### src/tdmc_pkg.sv
// Package for the two-level cache unit: geometry, codes, states and structs.
// Depends on nothing; imported by every module of the block but tdmc_ram.
package tdmc_pkg;

    localparam int WORDS_PER_LINE = 16;
    localparam int L1_LINE_COUNT  = 256;
    localparam int L2_LINE_COUNT  = 512;
    localparam int STORE_WORDS    = 65536;

    localparam int ADDR_W   = $clog2(STORE_WORDS);
    localparam int OFF_W    = $clog2(WORDS_PER_LINE);
    localparam int BLK_W    = ADDR_W - OFF_W;
    localparam int L1_IDX_W = $clog2(L1_LINE_COUNT);
    localparam int L1_TAG_W = BLK_W - L1_IDX_W;
    localparam int L2_IDX_W = $clog2(L2_LINE_COUNT);
    localparam int L2_TAG_W = BLK_W - L2_IDX_W;
    localparam int CNT_W    = OFF_W + 1;
    localparam int DATA_W   = 32;
    localparam int COST_W   = 8;
    localparam int ACC_W    = 11;
    localparam int TOTAL_W  = 32;
    localparam int CFG_W    = 3;
    localparam int CFG_N    = 6;

    localparam logic [CNT_W-1:0] CNT_LAST = CNT_W'(WORDS_PER_LINE);

    typedef enum logic [CFG_W-1:0] {
        CFG_L1_RD = 3'd0,
        CFG_L1_WR = 3'd1,
        CFG_L2_RD = 3'd2,
        CFG_L2_WR = 3'd3,
        CFG_ST_RD = 3'd4,
        CFG_ST_WR = 3'd5
    } cfg_idx_t;

    typedef enum logic [3:0] {
        ST_CLEAR,
        ST_IDLE,
        ST_L1_REQ,
        ST_L1_LOOK,
        ST_L2_REQ,
        ST_L2_LOOK,
        ST_L2_WB,
        ST_STORE_FILL,
        ST_L2_XFER,
        ST_L1_FILL,
        ST_WORD,
        ST_WORD_RD,
        ST_DONE
    } state_t;

    typedef struct packed {
        logic                valid;
        logic                dirty;
        logic [L1_TAG_W-1:0] tag;
    } l1_meta_t;

    typedef struct packed {
        logic                valid;
        logic                dirty;
        logic [L2_TAG_W-1:0] tag;
    } l2_meta_t;

    typedef struct packed {
        logic in_fire;
        logic l1_hit;
        logic l1_victim_dirty;
        logic l2_hit;
        logic l2_victim_dirty;
        logic op_wr;
        logic out_free;
    } seq_status_t;

    typedef struct packed {
        logic copy_wen;
        logic copy_last;
        logic clear_last;
        logic in_ready;
    } seq_flags_t;

endpackage

### src/tdmc_seq.sv
// Sequencer: state machine, word counter of the copy unit, clear counter.
// Depends on tdmc_pkg.
module tdmc_seq
    import tdmc_pkg::*;
(
    input  logic              aclk,
    input  logic              aresetn,
    input  seq_status_t       status,
    output state_t            state,
    output logic [CNT_W-1:0]  cnt,
    output logic [ADDR_W-1:0] clr,
    output seq_flags_t        flags
);

    state_t            state_reg, state_next;
    logic [CNT_W-1:0]  cnt_reg,   cnt_next;
    logic [ADDR_W-1:0] clr_reg,   clr_next;
    logic              copying;

    // outputs
    always_comb begin
        copying = (state_reg == ST_L2_WB) || (state_reg == ST_STORE_FILL) ||
                  (state_reg == ST_L2_XFER) || (state_reg == ST_L1_FILL);
        flags.copy_wen   = copying && (cnt_reg != '0);
        flags.copy_last  = copying && (cnt_reg == CNT_LAST);
        flags.clear_last = (state_reg == ST_CLEAR) && (&clr_reg);
        flags.in_ready   = (state_reg == ST_IDLE);
    end

    // next state
    always_comb begin
        state_next = state_reg;
        unique case (state_reg)
            ST_CLEAR:      if (flags.clear_last) state_next = ST_IDLE;
            ST_IDLE:       if (status.in_fire) state_next = ST_L1_REQ;
            ST_L1_REQ:     state_next = ST_L1_LOOK;
            ST_L1_LOOK:    state_next = status.l1_hit ? ST_WORD : ST_L2_REQ;
            ST_L2_REQ:     state_next = ST_L2_LOOK;
            ST_L2_LOOK: begin
                priority if (status.l2_hit) state_next = ST_L2_XFER;
                else if (status.l2_victim_dirty) state_next = ST_L2_WB;
                else state_next = ST_STORE_FILL;
            end
            ST_L2_WB:      if (flags.copy_last) state_next = ST_STORE_FILL;
            ST_STORE_FILL: if (flags.copy_last) state_next = ST_L2_XFER;
            ST_L2_XFER: begin
                if (flags.copy_last) begin
                    state_next = (!status.op_wr && status.l1_victim_dirty) ?
                                 ST_L2_REQ : ST_L1_FILL;
                end
            end
            ST_L1_FILL:    if (flags.copy_last) state_next = ST_WORD;
            ST_WORD:       state_next = ST_WORD_RD;
            ST_WORD_RD:    state_next = ST_DONE;
            ST_DONE:       if (status.out_free) state_next = ST_IDLE;
            default:       state_next = ST_IDLE;
        endcase
    end

    always_comb begin
        cnt_next = (copying && !flags.copy_last) ? cnt_reg + 1'b1 : '0;
        clr_next = (state_reg == ST_CLEAR) ? clr_reg + 1'b1 : clr_reg;
    end

    always_ff @(posedge aclk) begin
        if (!aresetn) begin
            state_reg <= ST_CLEAR;
            cnt_reg   <= '0;
            clr_reg   <= '0;
        end else begin
            state_reg <= state_next;
            cnt_reg   <= cnt_next;
            clr_reg   <= clr_next;
        end
    end

    assign state = state_reg;
    assign cnt   = cnt_reg;
    assign clr   = clr_reg;

endmodule

### config.mk
export PLATFORM = sky130hd
export DESIGN_NAME = tdmc_seq
export DESIGN_NICKNAME = d
export VERILOG_FILES = /design/src/tdmc_pkg.sv /design/src/tdmc_seq.sv
export SDC_FILE = /design/constraint.sdc
export NUM_CORES = 1
export LEC_CHECK = 0
export ABC_AREA = 1
export BUFFER_PORTS_ARGS = -buffer_cell sky130_fd_sc_hd__buf_2
export CAP_MARGIN = 40
export CORE_MARGIN = 2
export CORE_UTILIZATION = 50
export CTS_CLUSTER_DIAMETER = 200
export CTS_CLUSTER_SIZE = 24
export DETAILED_ROUTE_END_ITERATION = 10
export GPL_ROUTABILITY_DRIVEN = 0
export GPL_TIMING_DRIVEN = 0
export PLACE_DENSITY = 0.75
export SLEW_MARGIN = 0
export SYNTH_ARGS = -nofsm -noshare
export SYNTH_HDL_FRONTEND = slang
export SYNTH_SLANG_ARGS = --single-unit
### constraint.sdc
create_clock -name aclk -period 2.35 [get_ports aclk]
set_clock_uncertainty 0.2 [all_clocks]
set_input_delay 0.235 -clock aclk [delete_from_list [all_inputs] [get_ports aclk]]
set_output_delay 0.235 -clock aclk [all_outputs]
set_load 0.05 [all_outputs]
-- Word-level counts from Yosys, hierarchy flattened
Index checks and enable logic that the tools add are counted.
- input bits: 9
- output and inout bits: 29
- bits in registers: 25
- word-level logic and storage cells: 52
- mux-type cells: 12
- equality and inequality tests: 20
- reduce and logical (&&, ||, !) cells: 15
- add/sub/neg operators: 2
- operators with widths (cell ; count):
    $pmux 4 s13 ; 1
    $mux 4 ; 10
    $eq 4x4->1 const B ; 5
    $add 16x1->16 const B ; 1
    $eq 4x3->1 const B ; 4
    $reduce_and 16->1 ; 1
    $ne 2x2->1 const B ; 7
    $eq 4x2->1 const B ; 2
    $reduce_and 7->1 ; 1
    $add 5x1->5 const B ; 1
    $eq 5x5->1 const B ; 1
    $logic_and 1x1->1 ; 5
    $reduce_bool 5->1 ; 1
    $eq 4x1->1 const B ; 1
    $logic_not 4->1 ; 1
    $logic_or 1x1->1 ; 3
    $logic_not 1->1 ; 2
    $reduce_and 2->1 ; 1
    $mux 1 ; 1

-- Depth between registers and ports, before layout
- depth after elaboration: 8
- mapped depth: 12

-- Worst setup path before layout
Ideal clock, no wire load.
- path type: reg-to-output
- start: register clr_reg[0], in the netlist clr[0]
- end: output port flags[1] in the netlist's numbering
- buffers on the path: 0
- path slack: -0.766 ns
- data arrival time: 2.681 ns
- stages on the path, launching flop included: 4
- path through: dfxtp_1 -> ha_1 -> nand3_1 -> nor4_1
- RTL lines (element ; line ; source):
    from (decl) ; tdmc_seq.sv:17 ; logic [ADDR_W-1:0] clr_reg, clr_next;
    from (signal assigned) ; tdmc_seq.sv:73 ; clr_reg <= clr_next;
    to (decl) ; tdmc_seq.sv:12 ; output seq_flags_t flags

==> impl_results.md <==
* Total iterations of the first detailed-routing run at 4
* Grt met2 use at 28.9%
* Unrepaired setup endpoints after global routing: false
* Via/cell ratio at 4.96
* Clk buf depth at 2
* Iter 0 DRT Violations at 52
* Setup TNS at 0 ns
* Synth Net Count at 246
* Post-Syn Area at 1540 µm²
* Post-synthesis xor/xnor area fraction at 3.40%
* Top cells by area, synth: dfxtp_1 (32%), nand2_1 (12%), nor2_1 (9.5%)
* Compound-Gate Fraction of Synth Area at 9.64%
* Adder-Cell Fraction of Synth Area at 5.67%
* Pwr/cell area at 995 nW/µm²
* Filler instances at 298
* Largest family of logic cells by synthesized area: simple AND/OR/NAND/NOR gates
* Final hold viol count at 0
* Layout cells sized above 1 at 23.2%
* Final slew viol count at 0
* Post-Route WL at 3170 µm
* Non-filler cells, final at 305
* Post-CTS setup buffer count at 0
* Area occupied by multi-input gates at 933 µm²
* Crit-path slowest cell: dfxtp_1
* VDD IR max at 891 µV
* First-pass GRT wire length at 5440 µm
* Final Cell Area at 1840 µm²
* DR WL/cell at 10.4 µm
* Gr busiest metal: met1
* Initial antenna violation count at 0
* Period utilization at 93.8%
* Worst skew pair latency at 0.34 ns
* Nets at 289
* Die Ht at 59.6 µm
* Design Power at 1.83 mW
* CP max FO at 9
* CP max stage delay at 0.36 ns
* Dpl hpwl at 2470 µm
* Fmax at 454 MHz
* M3 GR Usage at 2.62%
* Critical Path RT at 1.91 ns
* Die Area at 3550 µm²
* DP Area at 1790 µm²
* Reg area at 500 µm²
* Largest net degree at the start of global routing at 16
* Dominant cell type by area after synthesis: dfxtp_1
* Ant diodes at 0
* Hold WC Path Type: in -> reg
* Total gr overflow at 0
* Yosys cell types at 32
* Placed cells at 300
* DIE WIDTH at 59.6 µm
* Clock sink total at 25
* Critical path arrival at 1.77 ns
* Vias in the first global route at 1,230
* Setup ws final at 0.147 ns
* M1 GR Usage at 29.7%
* Via count at 1,514
* Synth Register Bits at 25
* CTS tree: done
* Relative slew slack at 79.4%
* # Max-Cap Violations at 0
* Max reg flops at 16
* Top cell type's share of synthesized area at 32.4%
* CTS Root Buffer Type: clkbuf_4
* Num ports at 38
* DR DRC count at 0
* Fin crit period at 2.20 ns
* CTS H-tree lvls at 1
* Port bufs at 37
* CP Class: reg -> out
* Num CTS Buffers at 3
* Status: completed
* Clock transition at path regs at 0.14 ns
* DRT antenna net count at 0
* Post-synthesis simple-gate area fraction at 40.3%
* YS warnings at 0
* Final setup fails at 0
* Site row count at 20
* Post-route core utilization at 61.1%
* Post-synthesis mux area share at 0%
* Sequential area share after synthesis at 32.4%
* Final hold slack at 0.127 ns
* Average instance area after synthesis at 6.71 µm²
* Post-Synthesis Cells at 230
* Worst-Margin Slew at 0.308 ns
* Starting density of the core at 51.4%
* Total routing usage reported by global routing at 19.9%
* CP Launch Type: flop
* Worst Setup End Kind: output pin
* P_leak at 0.933 nW
* P&R area growth vs syn at 18.9%
* Core Area at 3000 µm²
* Pre-CTS WS at 0.432 ns
* CP cell instances: inv_1 > ha_2 > nand2_4 > nor4_4 > clkbuf_4
final timing paths:
path | from | to | slack [ns] | cells past startpoint
setup reg to reg | state[3] | state[2] | 0.53 | 11
setup / recovery | state[2] | flags[1] | 0.15 | 5
hold reg to reg | cnt[0] | cnt[0] | 0.30 | 1
hold / removal | status[2] | state[0] | 0.13 | 5
Yosys cell counts:
cell and n:
ha_1 7, nor3_2 1, buf_2 1, nand3_1 18
xor2_1 5, a31oi_1 1, nor3_1 4, o21ai_1 3
a21oi_1 11, o21ai_0 8, buf_4 1, inv_1 29
nand2_4 1, nand3b_1 1, nand4_1 3, dfxtp_1 25
nand2_2 3, o21a_1 1, o21ai_2 2, clkinv_1 1
xnor2_1 1, nor2_4 2, nor2_2 3, and3_1 1
nor4_1 1, nor2_1 39, o211ai_1 1, inv_2 2
nand4_2 1, nor2_8 1, nand4_4 1, nand2_1 51
placed cells by master, fill, tap and decap left out, types with 2 or more instances in the layout:
cell type  count
buf_2         37
o21ai_0        8
inv_2          2
inv_1         29
a21oi_1       11
nand2_2        3
nand3_1       18
nand2_1       51
dfxtp_1       25
nor3_2         2
nor2_1        39
nor3_1         3
nand4_1        3
nor2_2         3
ha_1           6
o21ai_2        2
nor2_4         2
o21ai_1        3
clkbuf_4       4
xor2_1         5
final cells by class:
| class | instances | share of cell area, % |
|---|---|---|
| multi-input cells | 171 | 50.9 |
| flip-flops and latches | 25 | 27.3 |
| repair buffers | 38 | 10.8 |
| inverters | 32 | 6.54 |
| well taps | 33 | 2.25 |
| clock buffers | 3 | 1.23 |
| plain buffers | 2 | 0.682 |
| clock inverters | 1 | 0.409 |
per-layer routing:
layer / up-vias / share of wire [%]
met5: - / 0
met2: 44 / 42
met3: 5 / 4.8
met1: 647 / 51
li1: 818 / -
met4: 0 / 1.6
cell families (layout without fill, tap and decap cells):
kind of cell | count (synthesis) | in the layout
xor gates and xnor gates | 6 | 6
DFF | 25 | 25
AOI/OAI and AO/OA | 27 | 27
and+or+nand+nor | 131 | 131
adders and majority gates | 7 | 7
buffers and inverters | 34 | 76
power breakdown:
part           switching [mW]  internal, mW  total [mW]  leakage, nW
registers              0.0618         0.479       0.540        0.203
clock network           0.143        0.0654       0.208       0.0139
logic                   0.767         0.311        1.08        0.716
total                   0.972         0.855        1.83        0.933
worst max-delay path, delay by kind of cell, from the launching register on:
family / cells / cell delay [ns]
fa+ha+maj: 1 / 0.25
buf+inv: 2 / 0.38
flops: 1 / 0.36
simple gates: 2 / 0.43
timing repair:
item / 4_1_cts / 5_1_grt
endpoints found under the setup margin: 0 / 1
hold endpoints to repair: 3 / 0
hold buffers: 1 / 0
resized for setup: 0 / 2
No activity file was read; power rests on OpenSTA's default activity.
