### src/tdmc_pkg.sv
// Package for the two-level cache unit: geometry, codes, states and structs.
// Depends on nothing; imported by every module of the block but tdmc_ram.
package tdmc_pkg;

    localparam int WORDS_PER_LINE = 16;
    localparam int L1_LINE_COUNT  = 256;
    localparam int L2_LINE_COUNT  = 512;
    localparam int STORE_WORDS    = 65536;

    localparam int ADDR_W   = $clog2(STORE_WORDS);
    localparam int OFF_W    = $clog2(WORDS_PER_LINE);
    localparam int BLK_W    = ADDR_W - OFF_W;
    localparam int L1_IDX_W = $clog2(L1_LINE_COUNT);
    localparam int L1_TAG_W = BLK_W - L1_IDX_W;
    localparam int L2_IDX_W = $clog2(L2_LINE_COUNT);
    localparam int L2_TAG_W = BLK_W - L2_IDX_W;
    localparam int CNT_W    = OFF_W + 1;
    localparam int DATA_W   = 32;
    localparam int COST_W   = 8;
    localparam int ACC_W    = 11;
    localparam int TOTAL_W  = 32;
    localparam int CFG_W    = 3;
    localparam int CFG_N    = 6;

    localparam logic [CNT_W-1:0] CNT_LAST = CNT_W'(WORDS_PER_LINE);

    typedef enum logic [CFG_W-1:0] {
        CFG_L1_RD = 3'd0,
        CFG_L1_WR = 3'd1,
        CFG_L2_RD = 3'd2,
        CFG_L2_WR = 3'd3,
        CFG_ST_RD = 3'd4,
        CFG_ST_WR = 3'd5
    } cfg_idx_t;

    typedef enum logic [3:0] {
        ST_CLEAR,
        ST_IDLE,
        ST_L1_REQ,
        ST_L1_LOOK,
        ST_L2_REQ,
        ST_L2_LOOK,
        ST_L2_WB,
        ST_STORE_FILL,
        ST_L2_XFER,
        ST_L1_FILL,
        ST_WORD,
        ST_WORD_RD,
        ST_DONE
    } state_t;

    typedef struct packed {
        logic                valid;
        logic                dirty;
        logic [L1_TAG_W-1:0] tag;
    } l1_meta_t;

    typedef struct packed {
        logic                valid;
        logic                dirty;
        logic [L2_TAG_W-1:0] tag;
    } l2_meta_t;

    typedef struct packed {
        logic in_fire;
        logic l1_hit;
        logic l1_victim_dirty;
        logic l2_hit;
        logic l2_victim_dirty;
        logic op_wr;
        logic out_free;
    } seq_status_t;

    typedef struct packed {
        logic copy_wen;
        logic copy_last;
        logic clear_last;
        logic in_ready;
    } seq_flags_t;

endpackage

### src/tdmc_cost.sv
// Cost accumulator: per-transaction cost and wrapping running total.
// Depends on tdmc_pkg.
module tdmc_cost
    import tdmc_pkg::*;
(
    input  logic               aclk,
    input  logic               aresetn,
    input  logic               start,
    input  logic               charge_en,
    input  logic [COST_W-1:0]  charge_amt,
    output logic [ACC_W-1:0]   step_cost,
    output logic [TOTAL_W-1:0] elapsed
);

    logic [ACC_W-1:0]   step_reg,  step_next;
    logic [TOTAL_W-1:0] total_reg, total_next;

    always_comb begin
        step_next  = step_reg;
        total_next = total_reg;
        if (start) begin
            step_next = '0;
        end else if (charge_en) begin
            step_next  = step_reg + ACC_W'(charge_amt);
            total_next = total_reg + TOTAL_W'(charge_amt);
        end
    end

    always_ff @(posedge aclk) begin
        if (!aresetn) begin
            step_reg  <= '0;
            total_reg <= '0;
        end else begin
            step_reg  <= step_next;
            total_reg <= total_next;
        end
    end

    assign step_cost = step_reg;
    assign elapsed   = total_reg;

endmodule

### config.mk
export PLATFORM = sky130hd
export DESIGN_NAME = tdmc_cost
export DESIGN_NICKNAME = d
export VERILOG_FILES = /design/src/tdmc_pkg.sv /design/src/tdmc_cost.sv
export SDC_FILE = /design/constraint.sdc
export NUM_CORES = 1
export LEC_CHECK = 0
export BUFFER_PORTS_ARGS = -buffer_cell sky130_fd_sc_hd__buf_2
export CAP_MARGIN = 30
export CORE_MARGIN = 5
export CORE_UTILIZATION = 41
export CTS_CLUSTER_SIZE = 12
export DETAILED_ROUTE_END_ITERATION = 6
export SYNTH_ARGS = -nofsm -noshare
export SYNTH_HDL_FRONTEND = slang
export SYNTH_SLANG_ARGS = --single-unit
### constraint.sdc
create_clock -name aclk -period 5.9 [get_ports aclk]
set_clock_uncertainty 0.2 [all_clocks]
set_input_delay 0 -clock aclk [delete_from_list [all_inputs] [get_ports aclk]]
set_output_delay 0 -clock aclk [all_outputs]
set_load 0.005 [all_outputs]
# After elaboration in Yosys (flattened, before gate mapping)
# Index checks and enable logic that the tools add are counted.
[classes]
bitwise = 2
reduce_logical = 2
n_addsub = 2
[op_table]
columns = ["op", "n"]
rows = [
  ["$add 32x8->32", 1],
  ["$add 11x8->11", 1],
  ["$not 1->1", 2],
  ["$reduce_and 2->1", 1],
  ["$reduce_or 2->1", 1],
]
[word_totals]
register_bits = 43
inputBits = 12
output_inout_bits = 43
word_cells = 8

# Longest topological paths before layout
# Gate-level depths: netlist of the first run.
[logic_depth]
depth_word = 2
mapped_depth = 9
ltp_nobuf = 9

# Least setup slack after synthesis of the first run
# Ideal clock, no wire load.
[synth_path]
kind = "reg2reg"
start = "register total_reg[0], in the netlist elapsed[0]"
end = "register total_reg[6], in the netlist elapsed[6]"
setup_time_ns = 0.115
path_slack_ns = 3.736
t_arrival_ns = 1.849
path_buffers = 0
period_less_slack_ns = 2.164
stages_incl_launch_ff = 9
path_cell_list = "dfxtp_1 -> ha_1 -> fa_1 -> a211oi_1 -> o21bai_1 -> a21oi_1 -> xor2_1 -> o21ai_0 -> and2_1"
[synth_between]
elab_chain_cells = 1
[synth_lines]
columns = ["item", "line_no", "rtl"]
rows = [
  ["from (decl)", "tdmc_cost.sv:16", "logic [TOTAL_W-1:0] total_reg, total_next;"],
  ["from (signal assigned)", "tdmc_cost.sv:35", "total_reg <= total_next;"],
  ["$add 32x8->32", "tdmc_cost.sv:25", "total_next = total_reg + TOTAL_W'(charge_amt);"],
]
# No other way between the ends.
# A chain may end at the register's enable or synchronous reset.

# Final worst setup path of the first run
[layout_path]
start = "input port charge_amt[0]"
end = "register total_reg[6], in the netlist elapsed[6]"
[layout_between]
elab_chain_cells = 1
[layout_lines]
columns = ["item", "line_no", "rtl"]
rows = [
  ["from (decl)", "tdmc_cost.sv:10", "input logic [COST_W-1:0] charge_amt,"],
  ["$add 32x8->32", "tdmc_cost.sv:25", ""],
]
# No other way between the ends.

==> flow_summary.json, run 1 <==
{
  "violations": "negative hold slack",
  "post_cts_resized": 0,
  "worstSetupPathType": "in -> reg",
  "grt_max_degree": 36,
  "root_buffer": "clkbuf_8",
  "synth_top_area_share_pct": 33.7,
  "crit_fanout": 3,
  "fin_crit_sh_pct": 40.0,
  "end_kind": "flip-flop",
  "num-fill-cells": 597,
  "fp.dieArea_sq_um": 7910,
  "cellLeakagePower_uw": 0.00133,
  "pwr-share-clk_pct": 33.2,
  "clk_latency_ps": 300,
  "postPlaceCellArea_sq_um": 2880,
  "max_stage_delay_ps": 540,
  "start_kind": "primary input",
  "final_util_pct": 50.4,
  "drcViolationCount": 0,
  "async_flop_share_pct": 0,
  "num_antenna_cells": 0,
  "dp_cells": 413,
  "dominantRegCellSynth": "dfxtp_1",
  "grtUsageTotal_pct": 15.2,
  "fin_nets": 379,
  "yosys.area.top_type": "dfxtp_1",
  "rsz0062_at_grt": "no",
  "initial_core_util_pct": 42.7,
  "relSlewSlack_pct": 52.1,
  "syn_area_sq_um": 2560,
  "hold_class": "in -> reg",
  "path_buf_inv": 2,
  "firstDrtPassIters": 4,
  "ant_nets": 0,
  "finalHoldViolCount": 1,
  "ys_seq_elements": 43,
  "worstPathArrival_ps": 2360,
  "sw_frac_of_total_pct": 29.1,
  "tightestPinTransition_ps": 718,
  "cts_setup_buffers": 0,
  "seqPwrFrac_pct": 50.3,
  "whs_ps": -16.2,
  "crit_path_top_delay_cell": "dlygate4sd3_1",
  "design.core.area_sq_um": 5990,
  "drv_slew": 0,
  "dpl.hpwl_um": 4320,
  "wl_per_cell_um": 13.5,
  "seq_area_frac_synth_pct": 33.7,
  "h-tree-depth": 2,
  "p_per_area_nw_per_um2": 199,
  "internal-power_uw": 426,
  "required_ps": 5900,
  "finalSetupTns_ps": 0,
  "cts_tree": "done",
  "p_comb_share_pct": 16.5,
  "finalInstanceArea_sq_um": 3020,
  "num_rows": 28,
  "grt_pass1_vias": 2034,
  "synth_area_per_cell_sq_um": 8.75,
  "vias_per_cell": 5.26,
  "grt_first_pass_wirelength_um": 9450,
  "syn-instance-count": 292,
  "crit_family": "compound AO/OA/AOI/OAI gates",
  "setup_violations": 0,
  "io_buffers": 54,
  "max_freq_ghz": 0.424,
  "fin_cells": 425,
  "cts_max_path_buffers": 2,
  "synthTopCellsByArea": "dfxtp_1, ha_1, xnor2_1",
  "globalplace.congestion": 0.799,
  "clk_pin_slew_ps": 90,
  "grt_antenna_before_repair": 0,
  "pin_count": 55,
  "final_layout_size_suffix_gt1_share_pct": 20.0,
  "cts_made_buffers": 5,
  "fp.dieW_um": 89.0,
  "totalWireLength_um": 5750,
  "maxCapViolations": 0,
  "syn_nets": 322,
  "synth_cell_types": 49,
  "outcome": "finished, violations left",
  "ir_drop_uv": 91.1,
  "drtIter0Drc": 117,
  "multi_input_area_sq_um": 1630,
  "vias": 2237,
  "die_height_um": 89.0,
  "layout.area.seq_sq_um": 861,
  "p_sw_uw": 175,
  "period_minus_slack_ps": 2360,
  "grt_overflow": 0,
  "cp_cell_sequence": "dlygate4sd3_1 > buf_2 > ha_1 > fa_1 > a211oi_1 > o21bai_1 > a21oi_1 > xor2_1 > o21ai_0 > and2_1",
  "synth_edf_count": 0,
  "yosysWarnings": 0,
  "cts.sinks": 43,
  "area_delta_synth_final_pct": 18.0
}
[state kept, by name (all words and copies together) (netlist names)]
signal and flops:
step_cost 11, elapsed 32
[layout by cell type (no fill, tap or decap), drive strengths merged, types with 3 or more instances in the layout]
cell type / netlist / routed
buf: 1 / 54
dfxtp: 43 / 43
nand2: 27 / 27
xnor2: 21 / 21
and2: 21 / 21
o21ai: 19 / 19
nand3: 17 / 17
nor2: 16 / 16
ha: 16 / 16
xor2: 11 / 11
nor2b: 10 / 10
inv: 8 / 8
a21oi: 8 / 8
a211oi: 8 / 8
nor3: 6 / 6
nand4: 6 / 6
clkbuf: 6 / 5
nand2b: 4 / 4
dlygate4sd3: 0 / 4
a21o: 4 / 4
o211a: 3 / 3
mux2i: 3 / 3
and3: 3 / 3
nor3b: 3 / 3
[power by group through the flow]
stage / Clock (uW) / Sequential [uW] / Combinational [uW]
2_1_floorplan: 0 / 309 / 70.1
3_3_place_gp: 0 / 309 / 96.3
3_5_place_dp: 0 / 309 / 96.8
4_1_cts: 207 / 303 / 100
5_1_grt: 217 / 304 / 112
6_report: 199 / 302 / 99.2
[layout make-up]
class | instances | area share (%)
Inverter | 8 | 0.995
Timing Repair Buffer | 58 | 10.3
Tap cell | 75 | 3.11
Clock inverter | 3 | 0.830
Multi-Input combinational cell | 233 | 54.0
Clock buffer | 5 | 2.28
Sequential cell | 43 | 28.5
[cells by family (layout without fill, tap and decap cells)]
family	after synthesis	after routing	share of synthesized area, %
and+or+nand+nor	118	118	24.8
AOI/OAI and AO/OA	62	62	17.3
DFF	43	43	33.7
xor gates and xnor gates	32	32	11.0
adders and majority gates	18	18	9.40
buffers and inverters	16	74	2.64
muxes	3	3	1.17
[repair_timing]
action | in CTS | in global routing
endpoints found under the setup margin | 0 | 0
hold buffers | 4 | 0
hold endpoints to repair | 6 | 0
[Yosys cell counts (3+ instances only)]
master,count
o21ai_0,15
o21ai_1,3
nor2b_1,10
nand4_1,5
inv_1,8
a211oi_1,7
ha_1,16
a21o_1,3
o211a_1,3
a21oi_1,8
nand2_1,27
nor3_1,6
xor2_1,11
nand2b_1,4
and2_1,21
nor2_1,16
nand3_1,17
clkbuf_1,6
xnor2_1,21
dfxtp_1,43
mux2i_1,3
[path summary, 6_finish.rpt]
path                      start  depth (start not counted)  slack [ps]      endpoint
setup / recovery  charge_amt[0]                         10        3540    elapsed[6]
hold / removal          aresetn                          2         -20    elapsed[2]
setup reg to reg   step_cost[0]                          9        3580  step_cost[6]
hold reg to reg     elapsed[31]                          2         280   elapsed[31]
[through the flow]
step	worst slack, ps	hold WS, ps	total power (uW)
final	3540	-16.2	601
after global routing	3320	26.0	633
after CTS	3560	2.20	610
after detailed placement	3600	200	406
after global placement	3620	197	406
after floorplan	3740	-54.8	379
[metal layers]
| layer | vias to the layer above | part of all wire, % | track usage, % |
|---|---|---|---|
| li1 | 1148 | - | - |
| met1 | 1039 | 51 | 20.9 |
| met2 | 42 | 44 | 23.8 |
| met3 | 8 | 4.4 | 3.32 |
| met4 | 0 | 1.3 | 4.87 |
| met5 | - | 0 | 0 |
Power figures use the tool's default switching activity.
==> run 2, diff against run 1 <==
--- a/config.mk
+++ b/config.mk
@@ -11,6 +11,7 @@
 export CORE_UTILIZATION = 41
 export CTS_CLUSTER_SIZE = 12
 export DETAILED_ROUTE_END_ITERATION = 6
+export PLACE_DENSITY = 0.65
 export SYNTH_ARGS = -nofsm -noshare
 export SYNTH_HDL_FRONTEND = slang
 export SYNTH_SLANG_ARGS = --single-unit
==> constraint.sdc (replaced) <==
create_clock -name aclk -period 2.01 [get_ports aclk]
set_clock_uncertainty 0.2 [all_clocks]
set_input_delay 0 -clock aclk [delete_from_list [all_inputs] [get_ports aclk]]
set_output_delay 0 -clock aclk [all_outputs]
set_load 0.005 [all_outputs]
==> flow_summary.json, run 2 (same netlist as run 1, synthesis figures left out) <==
{
  "tightestPinTransition_ps": 468,
  "grt_antenna_before_repair": 0,
  "drtIter0Drc": 67,
  "drv_slew": 0,
  "final_cell_mix": "buf_2, buf_4, dfxtp_1",
  "finalHoldViolCount": 0,
  "ir_drop_uv": 252,
  "firstDrtPassIters": 4,
  "max_freq_ghz": 0.470,
  "worstSetupPathType": "reg -> reg",
  "outcome": "finished, violations left",
  "final_util_pct": 61.8,
  "vias_per_cell": 5.21,
  "dpl.hpwl_um": 4840,
  "pre_cts_slack_ps": -173,
  "vias": 2481,
  "pin_count": 55,
  "internal-power_uw": 1350,
  "area_delta_synth_final_pct": 44.9,
  "timing.rr.start": "elapsed[0]",
  "grt_overflow": 0,
  "sw_frac_of_total_pct": 30.0,
  "relSlewSlack_pct": 68.8,
  "final_common_cell": "buf_2",
  "grt_first_pass_wirelength_um": 11000,
  "violations": "negative setup slack",
  "initial_core_util_pct": 42.7,
  "design.core.area_sq_um": 5990,
  "drcViolationCount": 0,
  "clk_latency_ps": 300,
  "p_per_area_nw_per_um2": 522,
  "final_layout_size_suffix_gt1_share_pct": 42.9,
  "path_buf_inv": 1,
  "postPlaceCellArea_sq_um": 3260,
  "end_kind": "flip-flop",
  "fin_nets": 430,
  "rsz0062_at_grt": "yes",
  "crit_family": "adder cells",
  "hold_class": "in -> reg",
  "setup_violations": 15,
  "crit_fanout": 5,
  "crit_start": "elapsed[0]",
  "grt_max_degree": 35,
  "fp.dieW_um": 89.0,
  "die_height_um": 89.0,
  "num_rows": 28,
  "cts.sinks": 43,
  "p_sw_uw": 580,
  "period_minus_slack_ps": 2130,
  "required_ps": 2020,
  "whs_ps": 13.7,
  "setup_ws_ps": -119,
  "grt_pass1_vias": 2361,
  "largest_register_ffs": 32,
  "p_comb_share_pct": 23.2,
  "root_buffer": "clkbuf_8",
  "seqPwrFrac_pct": 46.1,
  "cts_max_path_buffers": 2,
  "totalWireLength_um": 6740,
  "finalInstanceArea_sq_um": 3700,
  "globalplace.congestion": 0.846,
  "ant_nets": 0,
  "max_stage_delay_ps": 390,
  "h-tree-depth": 2,
  "cellLeakagePower_uw": 0.00164,
  "grtUsageTotal_pct": 17.4,
  "clk_pin_slew_ps": 100,
  "io_buffers": 54,
  "cp_cell_sequence": "ha_4 > fa_2 > a211oi_4 > o21ai_2 > nor3b_4 > buf_6 > nand2_2 > xnor2_1 > and2_1",
  "wl_per_cell_um": 14.2,
  "start_kind": "flip-flop",
  "fin_crit_sh_pct": 106,
  "num_antenna_cells": 0,
  "maxCapViolations": 0,
  "worstPathArrival_ps": 2140,
  "crit_path_top_delay_cell": "fa_2",
  "pwr-share-clk_pct": 30.7,
  "fp.dieArea_sq_um": 7910,
  "hp-start": "start",
  "finalSetupTns_ps": -1070,
  "cts_tree": "done",
  "cts_made_buffers": 5
}
-- run 2: what timing repair did --
item                                   in CTS  in global routing
endpoints found under the hold margin       4                  0
buffers inserted                            4                  2
pin swaps                                  15                 16
hold buffers                                3                  0
gates resized for setup                    21                 36
setup endpoints to repair                  30                 33
-- run 2: per-stage QoR --
stage,power (uW),instances
global route,2040,476
floorplan,1120,292
finish,1930,476
detailed placement,1260,459
global placement,1260,459
CTS,1890,474
-- run 2: power groups by stage --
stage                     clock network (uW)  registers (uW)  logic, uW
after floorplan                            0             908        211
after global placement                     0             903        352
after detailed placement                   0             904        358
after CTS                                609             886        391
after global routing                     656             893        490
final                                    594             890        449
-- run 2: final timing paths --
path                                     to  slack (ps)  cells after the start
worst max-delay path            elapsed[28]        -120                      9
worst max register to register  elapsed[28]        -120                      9
worst min register to register  elapsed[31]         280                      2
worst min-delay path             elapsed[0]          10                      5
-- run 2: final cells by class --
class,instances,area [sq um]
Clock buffer,5,68.8
Inverter,8,30.0
Sequential cell,43,872
Timing Repair Buffer,109,702
Clock inverter,3,25.0
Tap cell,75,93.8
Multi-Input combinational cell,233,1910
Fill cell,532,2290
-- run 2: layer usage --
metal | track usage, % | vias up | wire, um | share of wire [%]
li1 | - | 1248 | - | -
met1 | 23.3 | 1171 | 3100 | 46
met2 | 28.9 | 52 | 3300 | 49
met3 | 3.23 | 10 | 243 | 3.6
met4 | 4.33 | 0 | 102 | 1.5
met5 | 0 | - | 0 | 0
-- run 2: worst reg2reg max path, cell delays in order (launching register included) --
cell and delay (ps):
dfxtp_2 350, ha_4 160, fa_2 390, a211oi_4 240, o21ai_2 110, nor3b_4 180, buf_6 150, nand2_2 60
xnor2_1 60, and2_1 150
